`src/hdl/pafw_sqrt.sv`:
```
// ----------------------------------------------------------------------------
// pafw_sqrt
// Pipelined integer square root, one root bit per stage, with sideband.
// ----------------------------------------------------------------------------
module pafw_sqrt #(
	parameter int RW = 58,
	parameter int SW = 1
) (
	input  logic          clk,
	input  logic          arst_n,
	input  logic          en,
	input  logic          valid_in,
	input  logic [RW-1:0] rad,
	input  logic [SW-1:0] side_in,
	output logic          valid_out,
	output logic [RW/2-1:0] root,
	output logic [SW-1:0] side_out
);

	localparam int QW  = RW / 2;
	localparam int RMW = QW + 2;

	logic [RW-1:0]  rad_s  [0:QW-1];
	logic [RMW-1:0] rem_s  [0:QW-1];
	logic [QW-1:0]  root_s [0:QW];
	logic [SW-1:0]  side_s [0:QW];
	logic           vld_s  [0:QW];

	assign rad_s[0]  = rad;
	assign rem_s[0]  = '0;
	assign root_s[0] = '0;
	assign side_s[0] = side_in;
	assign vld_s[0]  = valid_in;

	for (genvar k = 0; k < QW; k++) begin : g_stage
		logic [RMW+1:0] cat;
		logic [RMW+1:0] sub;
		logic [RMW+1:0] trial;
		logic           ok;

		assign cat   = {rem_s[k], rad_s[k][RW-1 -: 2]};
		assign sub   = {2'b00, root_s[k], 2'b01};
		assign trial = cat - sub;
		assign ok    = cat >= sub;

		always_ff @(posedge clk or negedge arst_n) begin
			if (!arst_n) begin
				vld_s[k+1] <= 1'b0;
			end else if (en) begin
				vld_s[k+1] <= vld_s[k];
			end
		end

		always_ff @(posedge clk) begin
			if (en) begin
				root_s[k+1] <= {root_s[k][QW-2:0], ok};
				side_s[k+1] <= side_s[k];
			end
		end

		if (k < QW - 1) begin : g_rem
			always_ff @(posedge clk) begin
				if (en) begin
					rem_s[k+1] <= ok ? trial[RMW-1:0] : cat[RMW-1:0];
					rad_s[k+1] <= rad_s[k] << 2;
				end
			end
		end
	end

	assign valid_out = vld_s[QW];
	assign root      = root_s[QW];
	assign side_out  = side_s[QW];

endmodule

```
`config.mk`:
```
export PLATFORM = sky130hd
export DESIGN_NAME = pafw_sqrt
export DESIGN_NICKNAME = d
export VERILOG_FILES = /design/src/hdl/pafw_sqrt.sv
export SDC_FILE = /design/constraint.sdc
export NUM_CORES = 2
export LEC_CHECK = 0
export BUFFER_PORTS_ARGS = -buffer_cell sky130_fd_sc_hd__buf_2
export CAP_MARGIN = 5
export CORE_UTILIZATION = 58
export CTS_BUF_LIST = sky130_fd_sc_hd__clkbuf_8
export CTS_CLUSTER_DIAMETER = 30
export CTS_CLUSTER_SIZE = 24
export DETAILED_ROUTE_END_ITERATION = 10
export PLACE_DENSITY = 0.74
export SETUP_SLACK_MARGIN = 0.02
export SYNTH_ARGS = -nofsm -noshare
export SYNTH_HDL_FRONTEND = slang
export SYNTH_SLANG_ARGS = --single-unit
```
`constraint.sdc`:
```
create_clock -name clk -period 4.2 [get_ports clk]
set_clock_uncertainty 0.15 [all_clocks]
set_input_delay 0.42 -clock clk [delete_from_list [all_inputs] [get_ports clk]]
set_output_delay 0.42 -clock clk [all_outputs]
set_load 0.02 [all_outputs]
```
==> results.cfg <==
[setup_path]
crit_type = register to register
path_cells = inv_1, ha_1, a21oi_1, nand2_1, a221oi_1, o21ai_0, or3_1, a21o_1, a31oi_1, o211ai_1, xnor2_1
reg2reg_setup_slack_ns = 0.25
cp-end-kind = register
worstReg2RegEnd = g_stage[26].cat[29]
crit_fanout = 6
reg2regPathDepth = 11
r2r-start = g_stage[25].sub[3]
cpPeakStageDelay_ns = 0.65
crit_slowest_cell = a221oi_1
critPathLaunchType = register
cp.arrival_ns = 4.62
cp.required_ns = 4.87

[pwr]
irDropWorstVdd_v = 0.0004373
p_leak_nw = 43.73
power.total_mw = 62.06
power_density_nw_per_um2 = 551.9

[timing]
fin_crit_sh_pct = 94.01
slew_violations = 0
worst_pin_slew_ns = 1.007
min_period_ns = 3.949
max_freq_mhz = 253.3
relSlewSlack_pct = 32.85
fin_tns_setup_ns = 0
setup_violations = 0
rsz0062_at_grt = no
timing.hold.ws_ns = 0.2317
hold_viol = 0

[worst_hold_path]
hp-class = input port to asynchronous set/reset pin

[logic_synthesis]
ys_seq_elements = 2129
postSynthCellCount = 7495
synth_top_area_share_pct = 64.27
ys_types = 81
syn_area_um2 = 98120
syn_avg_cell_area_um2 = 13.09
ys_seq_area_share_pct = 65.01
synth_nets = 8023
yosys-top-cells-area = edfxtp_1 (64%), ha_1 (5.9%), xnor2_1 (3.5%)
async_reset_ff_share_pct = 1.362
synth_top_area_cell = edfxtp_1
synth_warnings = 0
synth_edf_count = 2100
ys.flop_type = edfxtp_1

[place]
hpwlAfterDp_um = 139000
place_area_um2 = 102100
port_buffers = 93
place_congestion = 0.9440

[grt]
gr-total-overflow = 0
grt_pass1_vias = 59260
grt_usage_pct = 23.19
antenna_found_initial = 1
grt_pass1_wl_um = 312300
grt_max_degree = 125

[routing]
via_count = 60130
wl_per_cell_um = 18.65
drt-total-wl_um = 198500
drtIter0Drc = 5257
drc_errors = 0
drt.antenna.violating_nets = 0
viasPerCell = 5.651
first_pass_iters = 7

[clock_tree]
clockBufferDepth = 4
tritoncts = built
path_clk_slew_ns = 0.06
clock-sinks = 2129
cts_root_buffer = clkbuf_8
clock_latency_ns = 1.08
h-tree-depth = 5
cts_made_buffers = 412

[floorplan]
io_pins = 94
initial_core_util_pct = 58.54
rows = 150
dieArea_um2 = 170800
die_x_um = 413.3
die_h_um = 413.3
core-area_um2 = 167600

[final_layout]
final_cell_mix = edfxtp_1 (2100), inv_1 (607), nor2_1 (556)
final_common_cell = edfxtp_1
final_nets = 8633
fin_area_um2 = 112500
area_growth_pct = 14.62
drive_gt1_share_pct = 12.52

[outcome]
status = finished, final reports clean

[flow_run]
cap_violations = 0
power by group:
part	switching, mW	internal [mW]	leakage (nW)	total (mW)
Combinational	6.40	4.88	18.5	11.3
Sequential	1.76	26.8	20.5	28.5
Clock	9.47	12.8	4.65	22.3
Total	17.6	44.4	43.7	62.1
metal layers:
layer	routed length, µm	GRT usage [%]
met5	0	0
met4	5458	8.271
met3	10620	4.113
met2	96890	38.64
met1	85520	30.63
per-stage QoR:
step	utilization, %	worst slack [ns]	cells
global route	67.10	0.05437	10640
floorplan	-	0.6741	7495
detailed placement	60.91	0.4301	9769
CTS	67.10	0.3961	10640
finish	67.10	0.2514	10640
global placement	60.91	0.4474	9769
cell usage after synthesis, drive strengths merged (11+ instances only):
library cell  count
and3             47
nor2            556
or4              56
a211oi           32
o21ai           294
ha              465
or2              39
nor4b            17
nand2b           88
nand3           130
o21a             97
dfrtp            29
nand4           100
a31oi            47
a21oi           514
nand3b           31
inv             571
nor3            168
nor2b            67
nand4b           26
a21o            179
a2111oi          18
nor3b            11
and2             28
mux2             99
a21boi           21
clkbuf          137
nand2           419
o211ai           31
o31ai            29
nor4             91
xor2            293
edfxtp         2100
o31a             15
a31o             11
xnor2           395
or3              66
o21bai           42
worst max-delay path, delay by kind of cell (launching register included):
family,cells,cell delay (ns)
adder cells (fa/ha/maj),1,0.36
buffers and inverters,1,0.07
flip-flops,1,0.46
AND/OR/NAND/NOR,2,0.48
XOR/XNOR,1,0.19
AO/OA/AOI/OAI,6,1.99
cells by family after synthesis:
logic type      share of synthesized area (%)
compound gates                          9.004
simple gates                            9.928
xor+xnor                                6.141
mux                                     1.228
buf+inv                                 2.754
fa+ha+maj                               5.930
other cells                          0.003822
flops                                   65.01
flip-flops by register name (all words and copies together) (netlist names):
register     count
g_stage.sub    406
valid_out        1
side_out         1
side_s          28
vld_s           28
g_stage.cat    880
root            29
rad_s          756
final cells by class:
type / instances / area [µm²]
fillers: 11800 / 55140
well taps: 2204 / 2758
repair buffers: 343 / 3020
clock buffers: 418 / 5753
diodes: 1 / 2.502
clock inverters: 327 / 3348
inverters: 572 / 2147
multi-input cells: 4647 / 31650
flip-flops and latches: 2129 / 63790
timing repair:
| action | 4_1_cts | 5_1_grt |
|---|---|---|
| setup buffers | 0 | 0 |
| endpoints found under the hold margin | 497 | 0 |
| gates resized for setup | 0 | 0 |
| hold buffers | 126 | 0 |
how the worst max path moves through the flow:
| stage | start | end | slack (ns) |
|---|---|---|---|
| 2_1_floorplan | g_stage[22].cat[4] | g_stage[23].cat[26] | 0.67 |
| 3_3_place_gp | g_stage[25].sub[3] | g_stage[26].cat[4] | 0.45 |
| 3_5_place_dp | g_stage[25].sub[3] | g_stage[26].cat[5] | 0.43 |
| 4_1_cts | g_stage[25].sub[3] | g_stage[26].cat[5] | 0.40 |
| 5_1_grt | g_stage[16].sub[2] | g_stage[17].cat[3] | 0.05 |
| 6_report | g_stage[25].sub[3] | g_stage[26].cat[29] | 0.25 |
Note: power is estimated with default switching activity, not from simulation.
