### src/hdl/pafw_div.sv
// ----------------------------------------------------------------------------
// pafw_div
// Pipelined restoring divider, one quotient bit per stage, with sideband.
// ----------------------------------------------------------------------------
module pafw_div #(
	parameter int NW = 44,
	parameter int DW = 29,
	parameter int QW = 17,
	parameter int SW = 1
) (
	input  logic          clk,
	input  logic          arst_n,
	input  logic          en,
	input  logic          valid_in,
	input  logic [NW-1:0] num,
	input  logic [DW-1:0] den,
	input  logic [SW-1:0] side_in,
	output logic          valid_out,
	output logic [QW-1:0] quo,
	output logic [SW-1:0] side_out
);

	logic [DW-1:0] rem_s  [0:QW-1];
	logic [QW-1:0] num_s  [0:QW-1];
	logic [DW-1:0] den_s  [0:QW-1];
	logic [QW-1:0] quo_s  [0:QW];
	logic [SW-1:0] side_s [0:QW];
	logic          vld_s  [0:QW];

	assign rem_s[0]  = DW'(num[NW-1:QW]);
	assign num_s[0]  = num[QW-1:0];
	assign den_s[0]  = den;
	assign quo_s[0]  = '0;
	assign side_s[0] = side_in;
	assign vld_s[0]  = valid_in;

	for (genvar k = 0; k < QW; k++) begin : g_stage
		logic [DW:0] sh;
		logic [DW:0] diff;
		logic        ge;

		assign sh   = {rem_s[k], num_s[k][QW-1]};
		assign diff = sh - {1'b0, den_s[k]};
		assign ge   = sh >= {1'b0, den_s[k]};

		always_ff @(posedge clk or negedge arst_n) begin
			if (!arst_n) begin
				vld_s[k+1] <= 1'b0;
			end else if (en) begin
				vld_s[k+1] <= vld_s[k];
			end
		end

		always_ff @(posedge clk) begin
			if (en) begin
				quo_s[k+1]  <= {quo_s[k][QW-2:0], ge};
				side_s[k+1] <= side_s[k];
			end
		end

		if (k < QW - 1) begin : g_rem
			always_ff @(posedge clk) begin
				if (en) begin
					rem_s[k+1] <= ge ? diff[DW-1:0] : sh[DW-1:0];
					num_s[k+1] <= num_s[k] << 1;
					den_s[k+1] <= den_s[k];
				end
			end
		end
	end

	assign valid_out = vld_s[QW];
	assign quo       = quo_s[QW];
	assign side_out  = side_s[QW];

endmodule
### config.mk
export PLATFORM = sky130hd
export DESIGN_NAME = pafw_div
export DESIGN_NICKNAME = d
export VERILOG_FILES = /design/src/hdl/pafw_div.sv
export SDC_FILE = /design/constraint.sdc
export NUM_CORES = 2
export LEC_CHECK = 0
export ABC_AREA = 1
export CORE_MARGIN = 5
export CORE_UTILIZATION = 49
export CTS_CLUSTER_DIAMETER = 120
export CTS_CLUSTER_SIZE = 25
export DETAILED_ROUTE_END_ITERATION = 8
export DONT_BUFFER_PORTS = 1
export PLACE_DENSITY = 0.75
export SYNTH_ARGS = -nofsm -noshare
export SYNTH_HDL_FRONTEND = slang
export SYNTH_SLANG_ARGS = --single-unit
### constraint.sdc
create_clock -name clk -period 2.8 [get_ports clk]
set_clock_uncertainty 0.2 [all_clocks]
set_input_delay 0.28 -clock clk [delete_from_list [all_inputs] [get_ports clk]]
set_output_delay 0.28 -clock clk [all_outputs]
set_load 0.02 [all_outputs]
==> qor.csv <==
stage,metric,value,unit
worst_setup_path,CP Class,reg -> reg,
synth,post-synth top area share,43.5,%
sta,Worst-Margin Slew,1180,ps
cts,CTS HTree Levels,2,
layout,fill count,16384,
layout,post-layout util,53.3,%
outcome,status,"finished, final reports clean",
sta,Final period util,99.4,%
synth,Synth area leader,edfxtp_1,
hold_path,HP Class,in -> reg,
synth,synth cell count leaders,"4025 x nand2_1, 2169 x inv_1, 1234 x edfxtp_1",
placement,Post-Place Cells,13268,
pwr,Lkg Pwr,47.2,nW
placement,Port-buffer cells,0,
synth,Yosys reg bits,1251,
sta,Fin. Hold Viols,0,
placement,GPL Wtd Cong,0.971,
layout,layout net count,11762,
layout,area of the multi-input gates,37800,sq um
layout,layout cells sized above 1,8.58,%
pwr,total power,89.8,mW
pwr,pwr/cell area,973,nW/um^2
floorplan,IO Count,97,
synth,asr flop ratio synth,1.36,%
cts,Root Driver,clkbuf_16,
drt,DRT met1 WL,105000,microns
sta,fmax,359,MHz
layout,cell area after layout,92300,sq um
drt,Max Used Layer,met4,
cts,CTS Buf Count,59,
floorplan,area of the die,182000,sq um
cts,clk slew on worst S/H paths,100,ps
cts,TritonCTS clock tree,done,
sta,setup violators final,0,
synth,syn avg cell area,7.81,sq um
sta,Worst slew margin,21.4,%
global_routing,total grt overflow,0,
global_routing,initial antenna violation count,2,
synth,number of flops mapped to enable cells by yosys,1234,
synth,Syn Inst Count,10891,
synth,post-synthesis sequential area ratio,44.0,%
synth,post-synthesis cell area,85100,sq um
floorplan,effective utilization at floorplan,49.1,%
placement,post-DP HPWL,194000,microns
floorplan,cell row count,153,
synth,warning count from the yosys run,0,
synth,"Distinct cells, synth",44,
cts,Clock Tree Buf Depth,3,
drt,DR pass1 iterations,8,
drt,Iter 0 DRT Violations,6281,
floorplan,Die X,427,microns
synth,most common cell in the netlist,nand2_1,
floorplan,Chip Height,427,microns
worst_setup_path,worst path arrival time,3080,ps
layout,Finished Layout Cells,13526,
synth,prevailing post-synth register cell,edfxtp_1,
sta,RSZ-0062 raised after global routing,true,
drt,vias per cell,5.10,
drt,drt total wl,245000,microns
synth,syn nets,11477,
sta,fin crit period,2780,ps
drt,ANT nets after route,0,
floorplan,Core Region,173000,sq um
cts,clk_lat worst skew,760,ps
drt,Routed WL per cell,18.1,microns
global_routing,vias in the first global route,65445,
synth,synth top area cells,"edfxtp_1 44%, nand2_1 18%, inv_1 9.6%",
worst_setup_path,CP Data Required Time,3100,ps
drt,Vias,69009,
placement,placed inst area,88600,sq um
layout,Syn-to-layout area delta,8.44,%
cts,CTS sink cnt,1251,
drt,# DRC,0,
drt,met2 WL post-DR,117000,microns
sta,fin. max-slew vios,0,
global_routing,first-pass GRT wire length,371000,microns
worst_setup_path,Crit Path Max Fanout,9,
global_routing,Total Routing Usage GR,26.2,%
layout,sequential cell area,37500,sq um
drt,DR WL met3,13000,microns
global_routing,largest net degree at the start of global routing,227,
worst_setup_path,CP Capture Type,register,
pwr,Max VDD drop,0.000534,V
worst_setup_path,startpoint types,register,
flow_run,Max-Cap Viols,0,
-- timing repair --
| item | 4_1_cts | 5_1_grt |
|---|---|---|
| pin swaps | 0 | 11 |
| gates cloned | 0 | 7 |
| endpoints found under the hold margin | 175 | 1 |
| hold buffers | 130 | 1 |
| endpoints found under the setup margin | 28 | 260 |
| setup buffers | 1 | 33 |
| resized for setup | 4 | 54 |
-- registers in the layout, indices dropped and copies added (netlist names) --
signal and cells:
side_s 16, num_s 120, g_stage.sh 480, quo 17
vld_s 16, side_out 1, valid_out 1, quo_s 136
den_s 464
-- through the flow --
stage	TNS, ps	worst slack, ps	hold slack (ps)
2_1_floorplan	0	547	-216
3_3_place_gp	-95700	-629	-215
3_5_place_dp	-111840	-715	-215
4_1_cts	-24.3	-24.3	1.65
5_1_grt	-222	-32.1	61.3
6_report	0	18.0	19.1
-- cell families (layout without fill, tap and decap cells) --
family          Yosys count  in the layout  share of synthesized area [%]
simple gates           6114           6118                           32.1
buf+inv                2454           2759                           11.9
flops                  1251           1251                           44.0
fa+ha+maj               508            508                           7.61
compound gates          371            371                           2.41
xor+xnor                192            192                           1.98
mux                       1              1                         0.0132
other cells               0              1                              0
-- worst max-delay path, stage by stage, from the launching register on --
cell and delay (ps):
edfxtp_1 430, inv_1 70, ha_1 420, nand2_1 170, nor2_1 70, nand2_1 130
clkinv_1 150, a21oi_1 200, nand3_2 220, buf_12 210, nand3_1 160, nand2_1 90
-- routing by layer --
layer,up-vias,track usage [%]
met5,-,0
met4,0,9.38
met3,416,2.78
met2,2034,45.2
met1,31819,34.4
li1,34740,-
-- final cells by class --
class                           count  share of cell area [%]
Timing Repair Buffer              361                    3.99
Clock buffer                       74                    1.72
Multi-Input combinational cell   7190                    41.0
Clock inverter                     11                   0.152
Inverter                         2313                    9.41
Sequential cell                  1251                    40.6
Antenna cell                        1                 0.00271
Tap cell                         2325                    3.15
-- placed cells by master, fill, tap and decap left out, drive strengths merged --
master / synthesis / layout
nand3b: 111 / 111
bufinv: 0 / 1
dfrtp: 17 / 17
xor2: 176 / 176
nand4: 109 / 109
clkbuf: 4 / 77
edfxtp: 1234 / 1234
mux2: 1 / 1
or2: 23 / 23
and3: 8 / 8
nand2: 4094 / 4098
xnor2: 16 / 16
clkinvlp: 0 / 1
inv: 2279 / 2284
nor3b: 3 / 3
o21ai: 76 / 76
nor3: 63 / 63
o211ai: 2 / 2
clkinv: 34 / 38
a22oi: 1 / 1
a21o: 16 / 16
a21oi: 268 / 268
nor4: 3 / 3
ha: 492 / 492
fa: 16 / 16
nor2: 608 / 608
dlygate4sd3: 0 / 127
and2: 1 / 1
buf: 137 / 231
a31oi: 8 / 8
nand3: 1091 / 1091
diode: 0 / 1
-- final timing paths --
kind,slack (ps),endpoint,startpoint,cells past startpoint
worst min-delay path,20,g_stage[7].sh[19],en,2
worst max register to register,20,g_stage[3].sh[23],den_s[428],11
min in group asynchronous,390,vld_s[13],arst_n,2
worst max-delay path,20,g_stage[3].sh[23],den_s[428],11
worst min register to register,220,quo_s[70],quo_s[86],0
max in group asynchronous,1540,vld_s[10],arst_n,2
-- where the power goes --
| group | leakage, nW | internal (mW) | switching [mW] |
|---|---|---|---|
| clock network | 0.839 | 4.15 | 6.02 |
| registers | 12.3 | 26.9 | 4.02 |
| logic | 34.1 | 16.9 | 31.9 |
| total | 47.2 | 47.9 | 41.9 |
No activity file was read; power rests on OpenSTA's default activity.
